File: config.mk
export PLATFORM = sky130hd
export DESIGN_NAME = hot_water_cooling_mode_controller_core
export DESIGN_NICKNAME = d
export VERILOG_FILES = /design/src/hdl/hwcm_pkg.sv /design/src/hdl/hwcm_regs.sv /design/src/hdl/hwcm_logic.sv /design/src/hdl/hot_water_cooling_mode_controller_core.sv
export SDC_FILE = /design/constraint.sdc
export NUM_CORES = 1
export LEC_CHECK = 0
export ABC_AREA = 1
export BUFFER_PORTS_ARGS = -buffer_cell sky130_fd_sc_hd__buf_2
export CORE_ASPECT_RATIO = 1.25
export CORE_MARGIN = 10
export CORE_UTILIZATION = 59
export CTS_CLUSTER_DIAMETER = 30
export DETAILED_ROUTE_END_ITERATION = 6
export MAX_ROUTING_LAYER = met4
export PLACE_DENSITY_LB_ADDON = 0.2
export SLEW_MARGIN = 20
export SYNTH_ARGS = -nofsm -noshare
export SYNTH_HDL_FRONTEND = slang
export SYNTH_SLANG_ARGS = --single-unit
export TNS_END_PERCENT = 50
File: constraint.sdc
create_clock -name clk_i -period 6.28 [get_ports clk_i]
set_clock_uncertainty 0.1 [all_clocks]
set_input_delay 0.314 -clock clk_i [delete_from_list [all_inputs] [get_ports clk_i]]
set_output_delay 0.314 -clock clk_i [all_outputs]
set_load 0.005 [all_outputs]
File: src/hdl/hwcm_pkg.sv
// Package: types and constants for the hot water / cooling mode controller.
`default_nettype none
package hwcm_pkg;
  localparam int unsigned AddrWidth = 5;

  localparam logic signed [15:0] SensorFaultCode = 16'sh8000;
  localparam logic [15:0] TimerMax = 16'hFFFF;

  typedef enum logic [2:0] {
    ModeCoolInit  = 3'd0,
    ModeCoolIdle  = 3'd1,
    ModeCoolRun   = 3'd2,
    ModeHwInit    = 3'd3,
    ModeHwMinTime = 3'd4,
    ModeHwRun     = 3'd5,
    ModeHwElement = 3'd6,
    ModeUnused    = 3'd7
  } mode_e;

  typedef enum logic [2:0] {
    RegReturnDiff   = 3'd0,
    RegOffsetStep   = 3'd1,
    RegOffsetStart  = 3'd2,
    RegMaxPassive   = 3'd3,
    RegMinHotWater  = 3'd4,
    RegElementDelay = 3'd5,
    RegCurveEnable  = 3'd6,
    RegContactEn    = 3'd7
  } reg_e;

  typedef struct packed {
    logic [7:0]  return_difference;
    logic [7:0]  offset_step;
    logic [7:0]  offset_start;
    logic [15:0] max_passive_seconds;
    logic [15:0] min_hot_water_seconds;
    logic [15:0] element_delay_seconds;
    logic        cooling_curve_enable;
    logic        cooling_contact_enable;
  } cfg_t;

  typedef struct packed {
    logic signed [15:0] hot_water_temp;
    logic signed [15:0] hot_water_setpoint;
    logic signed [15:0] hot_water_delta;
    logic signed [15:0] buffer_temp;
    logic signed [7:0]  curve_cooling_setpoint;
    logic signed [15:0] fixed_cooling_setpoint;
    logic signed [15:0] return_water_temp;
    logic               dip_switch;
    logic               compressor_running;
    logic               defrost_running;
    logic [4:0]         condition_flags;
  } tick_t;

  typedef struct packed {
    mode_e              mode;
    logic               passive;
    logic               element;
    logic signed [15:0] offset;
    logic               offset_valid;
    logic [15:0]        timer_count;
    logic               timer_running;
    logic               pump_off;
    logic               prev_dip;
    logic               window_armed;
    logic               relay;
    logic signed [15:0] last_heat_sp;
    logic signed [15:0] last_cool_sp;
  } ctl_state_t;

  typedef struct packed {
    logic [2:0]         mode_state;
    logic signed [15:0] heating_setpoint;
    logic signed [15:0] cooling_setpoint;
    logic               heating_mode;
    logic               pump_off;
    logic               element_on;
    logic               cooling_relay_on;
    logic               passive_active;
    logic               setpoints_updated;
  } result_t;
endpackage
`default_nettype wire

File: src/hdl/hwcm_regs.sv
// APB register file for the controller configuration.
`default_nettype none
module hwcm_regs (
  input  wire logic                           clk_i,
  input  wire logic                           rst_ni,
  input  wire logic                           psel,
  input  wire logic                           penable,
  input  wire logic                           pwrite,
  input  wire logic [hwcm_pkg::AddrWidth-1:0] paddr,
  input  wire logic [31:0]                    pwdata,
  output logic [31:0]                         prdata,
  output logic                                pready,
  output hwcm_pkg::cfg_t                      cfg_o
);
  import hwcm_pkg::*;

  cfg_t cfg_q;
  reg_e sel;
  logic wr_en;

  assign pready = 1'b1;
  assign sel    = reg_e'(paddr[AddrWidth-1:2]);
  assign wr_en  = psel && penable && pwrite && (paddr[1:0] == 2'b00);
  assign cfg_o  = cfg_q;

  always_ff @(posedge clk_i or negedge rst_ni) begin
    if (!rst_ni) begin
      cfg_q.return_difference      <= 8'd2;
      cfg_q.offset_step            <= 8'd20;
      cfg_q.offset_start           <= 8'd0;
      cfg_q.max_passive_seconds    <= 16'd7200;
      cfg_q.min_hot_water_seconds  <= 16'd300;
      cfg_q.element_delay_seconds  <= 16'd7200;
      cfg_q.cooling_curve_enable   <= 1'b0;
      cfg_q.cooling_contact_enable <= 1'b0;
    end else if (wr_en) begin
      case (sel)
        RegReturnDiff:   cfg_q.return_difference      <= pwdata[7:0];
        RegOffsetStep:   cfg_q.offset_step            <= pwdata[7:0];
        RegOffsetStart:  cfg_q.offset_start           <= pwdata[7:0];
        RegMaxPassive:   cfg_q.max_passive_seconds    <= pwdata[15:0];
        RegMinHotWater:  cfg_q.min_hot_water_seconds  <= pwdata[15:0];
        RegElementDelay: cfg_q.element_delay_seconds  <= pwdata[15:0];
        RegCurveEnable:  cfg_q.cooling_curve_enable   <= pwdata[0];
        RegContactEn:    cfg_q.cooling_contact_enable <= pwdata[0];
        default: ;
      endcase
    end
  end

  always_comb begin
    prdata = '0;
    case (sel)
      RegReturnDiff:   prdata[7:0]  = cfg_q.return_difference;
      RegOffsetStep:   prdata[7:0]  = cfg_q.offset_step;
      RegOffsetStart:  prdata[7:0]  = cfg_q.offset_start;
      RegMaxPassive:   prdata[15:0] = cfg_q.max_passive_seconds;
      RegMinHotWater:  prdata[15:0] = cfg_q.min_hot_water_seconds;
      RegElementDelay: prdata[15:0] = cfg_q.element_delay_seconds;
      RegCurveEnable:  prdata[0]    = cfg_q.cooling_curve_enable;
      RegContactEn:    prdata[0]    = cfg_q.cooling_contact_enable;
      default:         prdata       = '0;
    endcase
  end
endmodule
`default_nettype wire

File: src/hdl/hwcm_logic.sv
// Next-state and result logic for one control tick.
`default_nettype none
module hwcm_logic (
  input  hwcm_pkg::tick_t      tick_i,
  input  hwcm_pkg::cfg_t       cfg_i,
  input  hwcm_pkg::ctl_state_t st_i,
  output hwcm_pkg::ctl_state_t st_o,
  output hwcm_pkg::result_t    res_o
);
  import hwcm_pkg::*;

  logic signed [17:0] hwt, hsp, hdl, buf_t, rwt, cool_sp, ret_th, off_ext;
  logic steril, thermo, blocked, slot, second, regulate, idle_plant, in_hw;
  logic fault, ge_sp;
  logic updated, heat_mode;
  ctl_state_t s;

  assign hwt   = 18'(tick_i.hot_water_temp);
  assign hsp   = 18'(tick_i.hot_water_setpoint);
  assign hdl   = 18'(tick_i.hot_water_delta);
  assign buf_t = 18'(tick_i.buffer_temp);
  assign rwt   = 18'(tick_i.return_water_temp);
  assign cool_sp = cfg_i.cooling_curve_enable ?
                   18'(tick_i.curve_cooling_setpoint) * 18'sd10 :
                   18'(tick_i.fixed_cooling_setpoint);
  assign ret_th  = cool_sp + $signed({8'd0, cfg_i.return_difference} * 10'd10);
  assign steril   = tick_i.condition_flags[0];
  assign thermo   = tick_i.condition_flags[1];
  assign blocked  = tick_i.condition_flags[2];
  assign slot     = tick_i.condition_flags[3];
  assign second   = tick_i.condition_flags[4];
  assign regulate = !tick_i.dip_switch;
  assign idle_plant = !tick_i.compressor_running && !tick_i.defrost_running;
  assign fault = (tick_i.hot_water_temp == SensorFaultCode) ||
                 (tick_i.hot_water_setpoint == SensorFaultCode) ||
                 (tick_i.hot_water_delta == SensorFaultCode);
  assign in_hw = (st_i.mode >= ModeHwInit) && (st_i.mode <= ModeHwElement);
  assign ge_sp = hwt >= hsp;
  assign off_ext = 18'(st_i.offset);

  always_comb begin
    s = st_i;
    updated = 1'b0;
    heat_mode = 1'b0;
    if (second && s.timer_running && s.timer_count != TimerMax)
      s.timer_count = s.timer_count + 16'd1;
    if (tick_i.dip_switch != s.prev_dip) begin
      s.prev_dip = tick_i.dip_switch;
      if (tick_i.dip_switch) s.pump_off = 1'b0;
    end
    if (slot) begin
      s.window_armed = 1'b1;
    end else if (!regulate || st_i.mode >= ModeHwInit) begin
      s.window_armed = 1'b0;
    end else if (s.window_armed) begin
      if (s.pump_off && buf_t >= ret_th) begin
        s.pump_off = 1'b0;
        s.window_armed = 1'b0;
      end else if (!s.pump_off && buf_t <= cool_sp) begin
        s.pump_off = 1'b1;
        s.window_armed = 1'b0;
      end
    end
    if (fault) begin
    end else if (in_hw && steril) begin
      s.passive = 1'b0;
      s.mode = ModeCoolInit;
    end else if (s.passive && ge_sp) begin
      s.timer_running = 1'b0;
      s.element = 1'b0;
      s.passive = 1'b0;
      s.offset_valid = 1'b0;
    end else if (s.passive && s.timer_running &&
                 s.timer_count >= cfg_i.max_passive_seconds) begin
      s.passive = 1'b0;
      s.mode = ModeCoolInit;
    end else if (!in_hw && !s.passive && hwt < hsp - hdl && !steril && !blocked) begin
      s.mode = ModeHwInit;
    end else begin
      s.last_heat_sp = 16'(hsp + (s.offset_valid ? off_ext : 18'sd0));
      s.last_cool_sp = 16'(cool_sp);
      heat_mode = in_hw;
      updated = 1'b1;
      if (st_i.mode >= ModeHwMinTime && st_i.mode <= ModeHwElement) begin
        if (ge_sp) begin
          s.offset = '0;
          s.offset_valid = 1'b1;
        end else if (s.offset_valid && s.offset != 0 &&
                     rwt >= hsp + off_ext - 18'sd20) begin
          s.offset = s.offset + $signed({8'd0, cfg_i.offset_step});
        end
      end
      case (st_i.mode)
        ModeCoolInit: begin
          if (regulate) s.pump_off = 1'b1;
          if (cfg_i.cooling_contact_enable) s.relay = 1'b1;
          s.mode = ModeCoolIdle;
        end
        ModeCoolIdle: begin
          if (tick_i.compressor_running) begin
            if (regulate) s.pump_off = 1'b0;
            s.mode = ModeCoolRun;
          end
        end
        ModeCoolRun: begin
          if (idle_plant) begin
            if (regulate) s.pump_off = 1'b1;
            s.mode = ModeCoolIdle;
          end
        end
        ModeHwInit: begin
          s.timer_count = '0;
          s.timer_running = 1'b1;
          if (cfg_i.cooling_contact_enable) s.relay = 1'b1;
          s.pump_off = 1'b0;
          s.element = 1'b0;
          s.passive = 1'b0;
          s.offset = $signed({8'd0, cfg_i.offset_start});
          s.offset_valid = 1'b1;
          s.mode = ModeHwMinTime;
        end
        ModeHwMinTime: begin
          if (s.timer_running && s.timer_count >= cfg_i.min_hot_water_seconds)
            s.mode = ModeHwRun;
        end
        ModeHwRun: begin
          if (idle_plant) begin
            s.element = 1'b0; s.timer_running = 1'b0; s.passive = 1'b0;
            s.offset_valid = 1'b0; s.mode = ModeCoolInit;
          end else if (s.timer_running &&
                       s.timer_count >= cfg_i.element_delay_seconds) begin
            s.element = 1'b1;
            s.timer_running = 1'b0;
            s.mode = ModeHwElement;
          end
        end
        ModeHwElement: begin
          if (idle_plant) begin
            s.element = 1'b0; s.timer_running = 1'b0; s.passive = 1'b0;
            s.offset_valid = 1'b0; s.mode = ModeCoolInit;
          end else if (thermo) begin
            s.timer_count = '0;
            s.timer_running = 1'b1;
            s.passive = 1'b1;
            s.offset_valid = 1'b0;
            s.mode = ModeCoolInit;
          end
        end
        default: s.mode = ModeCoolInit;
      endcase
    end
    st_o = s;
    res_o.mode_state        = s.mode;
    res_o.heating_setpoint  = s.last_heat_sp;
    res_o.cooling_setpoint  = s.last_cool_sp;
    res_o.heating_mode      = heat_mode;
    res_o.pump_off          = s.pump_off;
    res_o.element_on        = s.element;
    res_o.cooling_relay_on  = s.relay;
    res_o.passive_active    = s.passive;
    res_o.setpoints_updated = updated;
  end
endmodule
`default_nettype wire

File: src/hdl/hot_water_cooling_mode_controller_core.sv
// Top level: hot water / cooling mode controller with stream ports.
//
//  channel   dir  transfer when            payload
//  s_axis    in   s_axis_tvalid & tready   one control tick
//  m_axis    out  m_axis_tvalid & tready   one result per tick
//  apb       in   psel&penable&pwrite      configuration registers 0..7
//
// Result valid in the cycle after transfer; one tick per cycle unless stalled.
// Input is taken whenever the result register is empty or being drained,
// so a tick may enter in the cycle its predecessor's result leaves.
// The state is updated at the tick transfer; the result holds under stall.
// Reset (async, active low) clears mode state and empties the output.
`default_nettype none
module hot_water_cooling_mode_controller_core (
  input  wire logic                           clk_i,
  input  wire logic                           rst_ni,
  input  wire logic                           s_axis_tvalid,
  output logic                                s_axis_tready,
  // tdata: hot_water_temp[15:0], hot_water_setpoint[31:16], hot_water_delta[47:32],
  // buffer_temp[63:48], curve_cooling_setpoint[71:64], fixed_cooling_setpoint[87:72],
  // return_water_temp[103:88], dip_switch[104], compressor_running[105],
  // defrost_running[106], condition_flags[111:107]
  input  wire logic [111:0]                   s_axis_tdata,
  output logic                                m_axis_tvalid,
  input  wire logic                           m_axis_tready,
  // tdata: mode_state[2:0], heating_setpoint[18:3], cooling_setpoint[34:19],
  // heating_mode[35], pump_off[36], element_on[37], cooling_relay_on[38],
  // passive_active[39], setpoints_updated[40], zero pad[47:41]
  output logic [47:0]                         m_axis_tdata,
  input  wire logic                           psel,
  input  wire logic                           penable,
  input  wire logic                           pwrite,
  input  wire logic [hwcm_pkg::AddrWidth-1:0] paddr,
  input  wire logic [31:0]                    pwdata,
  output logic [31:0]                         prdata,
  output logic                                pready
);
  import hwcm_pkg::*;

  cfg_t       cfg;
  tick_t      tick;
  ctl_state_t st_q, st_d;
  result_t    res_d, res_q;
  logic       vld_q, take;

  hwcm_regs u_regs (
    .clk_i, .rst_ni, .psel, .penable, .pwrite, .paddr, .pwdata,
    .prdata, .pready, .cfg_o(cfg)
  );

  assign tick.hot_water_temp         = s_axis_tdata[15:0];
  assign tick.hot_water_setpoint     = s_axis_tdata[31:16];
  assign tick.hot_water_delta        = s_axis_tdata[47:32];
  assign tick.buffer_temp            = s_axis_tdata[63:48];
  assign tick.curve_cooling_setpoint = s_axis_tdata[71:64];
  assign tick.fixed_cooling_setpoint = s_axis_tdata[87:72];
  assign tick.return_water_temp      = s_axis_tdata[103:88];
  assign tick.dip_switch             = s_axis_tdata[104];
  assign tick.compressor_running     = s_axis_tdata[105];
  assign tick.defrost_running        = s_axis_tdata[106];
  assign tick.condition_flags        = s_axis_tdata[111:107];

  hwcm_logic u_logic (
    .tick_i(tick), .cfg_i(cfg), .st_i(st_q), .st_o(st_d), .res_o(res_d)
  );

  assign s_axis_tready = !vld_q || m_axis_tready;
  assign take          = s_axis_tvalid && s_axis_tready;

  always_ff @(posedge clk_i or negedge rst_ni) begin
    if (!rst_ni) begin
      st_q  <= '0;
      vld_q <= 1'b0;
    end else begin
      if (take) st_q <= st_d;
      if (take) vld_q <= 1'b1;
      else if (m_axis_tready) vld_q <= 1'b0;
    end
  end

  // result payload: no reset needed
  always_ff @(posedge clk_i) begin
    if (take) res_q <= res_d;
  end

  assign m_axis_tvalid = vld_q;
  assign m_axis_tdata  = {7'd0, res_q.setpoints_updated, res_q.passive_active,
                          res_q.cooling_relay_on, res_q.element_on, res_q.pump_off,
                          res_q.heating_mode, res_q.cooling_setpoint,
                          res_q.heating_setpoint, res_q.mode_state};

  // a stalled result must not be overwritten
  a_hold: assert property (@(posedge clk_i) disable iff (!rst_ni)
    m_axis_tvalid && !m_axis_tready |-> !s_axis_tready) else $error("overwrite");
  // the unused state code is never stored
  a_mode: assert property (@(posedge clk_i) disable iff (!rst_ni)
    st_q.mode != ModeUnused) else $error("unused mode state");
  // relay, once latched, stays
  a_relay: assert property (@(posedge clk_i) disable iff (!rst_ni)
    $past(st_q.relay) |-> st_q.relay) else $error("relay cleared");
endmodule
`default_nettype wire

==> flow_summary.ini <==
[sta]
setup_tns_ns = 0
finalHoldViolCount = 0
report.final.setup_viol = 0
period_needed_ns = 5.494
rsz0062_at_grt = false
period_share_pct = 87.48
slew_headroom_pct = 26.83
max_freq_mhz = 182.0
slew_viol_final = 0
tightestPinTransition_ns = 1.095

[route]
totalWireLength_mm = 48.90
via_per_inst = 5.669
num_vias = 15868
wire_per_inst_um = 17.47
ant_nets = 0
drtIter0Drc = 1058
first_pass_iters = 7
drc_errors = 4

[die]
core_area_sq_um = 27820
fp.dieW_um = 170.6
start_util_pct = 60.11
die_area_sq_um = 35520
io_pins = 239
die_y_um = 208.2
rows = 68

[worst_setup_path]
crit_path_end_kind = register
max_stage_delay_ns = 0.48
start_kind = register
arrival_ns = 5.78
cp_slowest_cell = o21ai_0
crit_type = register to register
critPathMaxFanout = 17
worst_path_most_repeated_cell = nand2_1
reg2regPathDepth = 25
worst-endpoint-required_ns = 6.56

[logic_synthesis]
synth-seq-cells = 191
yosysSeqAreaShare_pct = 29.92
synth_top_cells_by_area = dfrtp_1 20%, ha_1 16%, nand2_1 12%, inv_1 7.9%, edfxtp_1 7.4%
syn_area_sq_um = 16720
ys_types = 60
synth_commonest_cells = 517 x nand2_1, 351 x inv_1, 219 x ha_1
synth_edf_count = 41
synth_top_area_share_pct = 20.20
yosys.area.top_type = dfrtp_1
yosysWarnings = 0
synth_async_sr_flop_share_pct = 78.53
synth_ff_type = dfrtp_1
synth.avg_cell_area_sq_um = 7.433
synth.most_common_cell = nand2_1
postSynthCellCount = 2250

[pwr]
cellPowerDensity_nw_per_um2 = 335.4
power_mw = 6.228
p_comb_share_pct = 52.4
power.switching_mw = 2.852
power_frac_clock_pct = 17.5
p_seq_share_pct = 30.1
p_int_mw = 3.376
sw_frac_of_total_pct = 45.79
ir_drop_mv = 0.2487
p_leak_nw = 9.794

[global_routing]
track_usage_pct = 27.95
grt_pass1_vias = 15666
grt_max_degree = 80
grt_pass1_wl_mm = 78.13
antenna_found_initial = 2
grt-ovfl-total = 0

[cells_and_area]
drive_gt1_share_pct = 12.10
postLayoutCellArea_sq_um = 18570
area_growth_pct = 11.02
layout.nets = 2816

[clock_tree]
path_clk_slew_ns = 0.07
htree_levels = 4
cts_resized = 0
cts_tree = built
cts.sinks = 191
post_cts_buffers = 0
clockBufferDepth = 2
cts_root_buffer = clkbuf_16
cts_hold_buf = 1
numCtsBuffers = 17
clock_latency_ns = 0.45

[hold_path]
min_path_cells = 3
min_path_type = primary input to register

[placement]
place_congestion = 0.9995
place_area_sq_um = 17930
hpwl_mm = 38.96
portBuffers = 198

[run_status]
violations = design-rule violations
status = finished with violations

[flow_run]
drv_cap = 0
[registers in the layout, indices dropped and copies added, names as in the netlist]
signal and count:
st_q 75, u_regs.cfg_o 74, m_axis_tdata 41, m_axis_tvalid 1
[worst max-delay path, delay by kind of cell, from the launching register on]
kind            cells  cell delay, ns
compound gates      7            1.45
xor+xnor            2            0.36
buf+inv             1            0.09
fa+ha+maj           3            1.02
simple gates       12            1.93
flops               1            0.46
[cells in the final DEF (no fill, tap or decap), drive strengths merged, types with 3 or more instances in the layout]
| cell type | Yosys | final |
|---|---|---|
| a31oi | 12 | 12 |
| xor2 | 68 | 68 |
| nand3 | 124 | 124 |
| clkbuf | 32 | 17 |
| dfrtp | 135 | 135 |
| o2111ai | 3 | 3 |
| buf | 36 | 210 |
| a221oi | 7 | 7 |
| conb | 2 | 24 |
| edfxtp | 41 | 41 |
| nor2 | 97 | 97 |
| o21a | 4 | 4 |
| nand3b | 6 | 6 |
| or2 | 10 | 10 |
| o21bai | 11 | 11 |
| clkinvlp | 0 | 3 |
| a21oi | 154 | 154 |
| dfstp | 15 | 15 |
| ha | 219 | 219 |
| nand2 | 519 | 519 |
| o221ai | 12 | 12 |
| nand4 | 23 | 23 |
| xnor2 | 23 | 23 |
| nor4 | 11 | 11 |
| a21boi | 3 | 3 |
| o211ai | 14 | 14 |
| nor3 | 54 | 54 |
| inv | 357 | 363 |
| o21ai | 201 | 201 |
| clkinv | 1 | 6 |
| a21o | 3 | 3 |
| o22ai | 30 | 30 |
| fa | 7 | 7 |
| a22oi | 4 | 4 |
[routing by layer]
layer | vias up | global-route usage [%] | share of wire, %
met2 | 528 | 48.30 | 51
met3 | 82 | 3.429 | 5.2
met1 | 7411 | 32.16 | 41
met4 | 0 | 10.91 | 3.5
met5 | - | - | 0
li1 | 7847 | - | -
[path summary, 6_finish.rpt]
path                                  start          endpoint  slack [ns]
max                                st_q[54]          st_q[61]        0.79
min                              pwdata[12]  u_regs.cfg_o[14]        0.02
max reg2reg                        st_q[54]          st_q[61]        0.79
min reg2reg                u_regs.cfg_o[48]  u_regs.cfg_o[48]        0.39
max in group asynchronous            rst_ni  u_regs.cfg_o[60]        4.51
min in group asynchronous            rst_ni   u_regs.cfg_o[1]        0.39
[final cells by class]
type	instances	area [sq um]
Antenna cell	2	5.005
Multi-Input combinational cell	1655	10070
Clock inverter	15	155.1
Clock buffer	17	425.4
Inverter	358	1349
Fill cell	2477	9255
Timing Repair Buffer	211	1117
Sequential cell	191	5004
Tap cell	350	437.9
[cell families (layout without fill, tap and decap cells)]
kind of cell	Yosys count	after routing	share of synthesized area [%]
AO/OA/AOI/OAI	467	467	15.81
XOR/XNOR	91	91	4.766
adder cells (fa/ha/maj)	226	226	17.22
buffers and inverters	426	601	10.43
flip-flops	191	191	29.92
other	2	26	0.04491
AND/OR/NAND/NOR	847	847	21.81
[power by group through the flow]
stage / logic (mW) / registers (mW) / clock network (mW)
6_report: 3.27 / 1.87 / 1.09
4_1_cts: 3.26 / 1.87 / 1.10
3_5_place_dp: 3.23 / 1.89 / 0
5_1_grt: 3.72 / 1.91 / 1.15
2_1_floorplan: 2.38 / 1.80 / 0
3_3_place_gp: 3.12 / 1.87 / 0
[metrics by stage]
step	utilization, %	hold WS, ns	cells	setup slack (ns)
detailed placement	64.46	0.2991	2763	0.7842
CTS	66.58	0.01113	2796	0.8468
global placement	64.46	0.2861	2763	0.8867
finish	66.73	0.02234	2799	0.7863
floorplan	-	-0.08159	2272	1.725
global route	66.73	0.05442	2799	0.4117
Note: power is estimated with default switching activity, not from simulation.
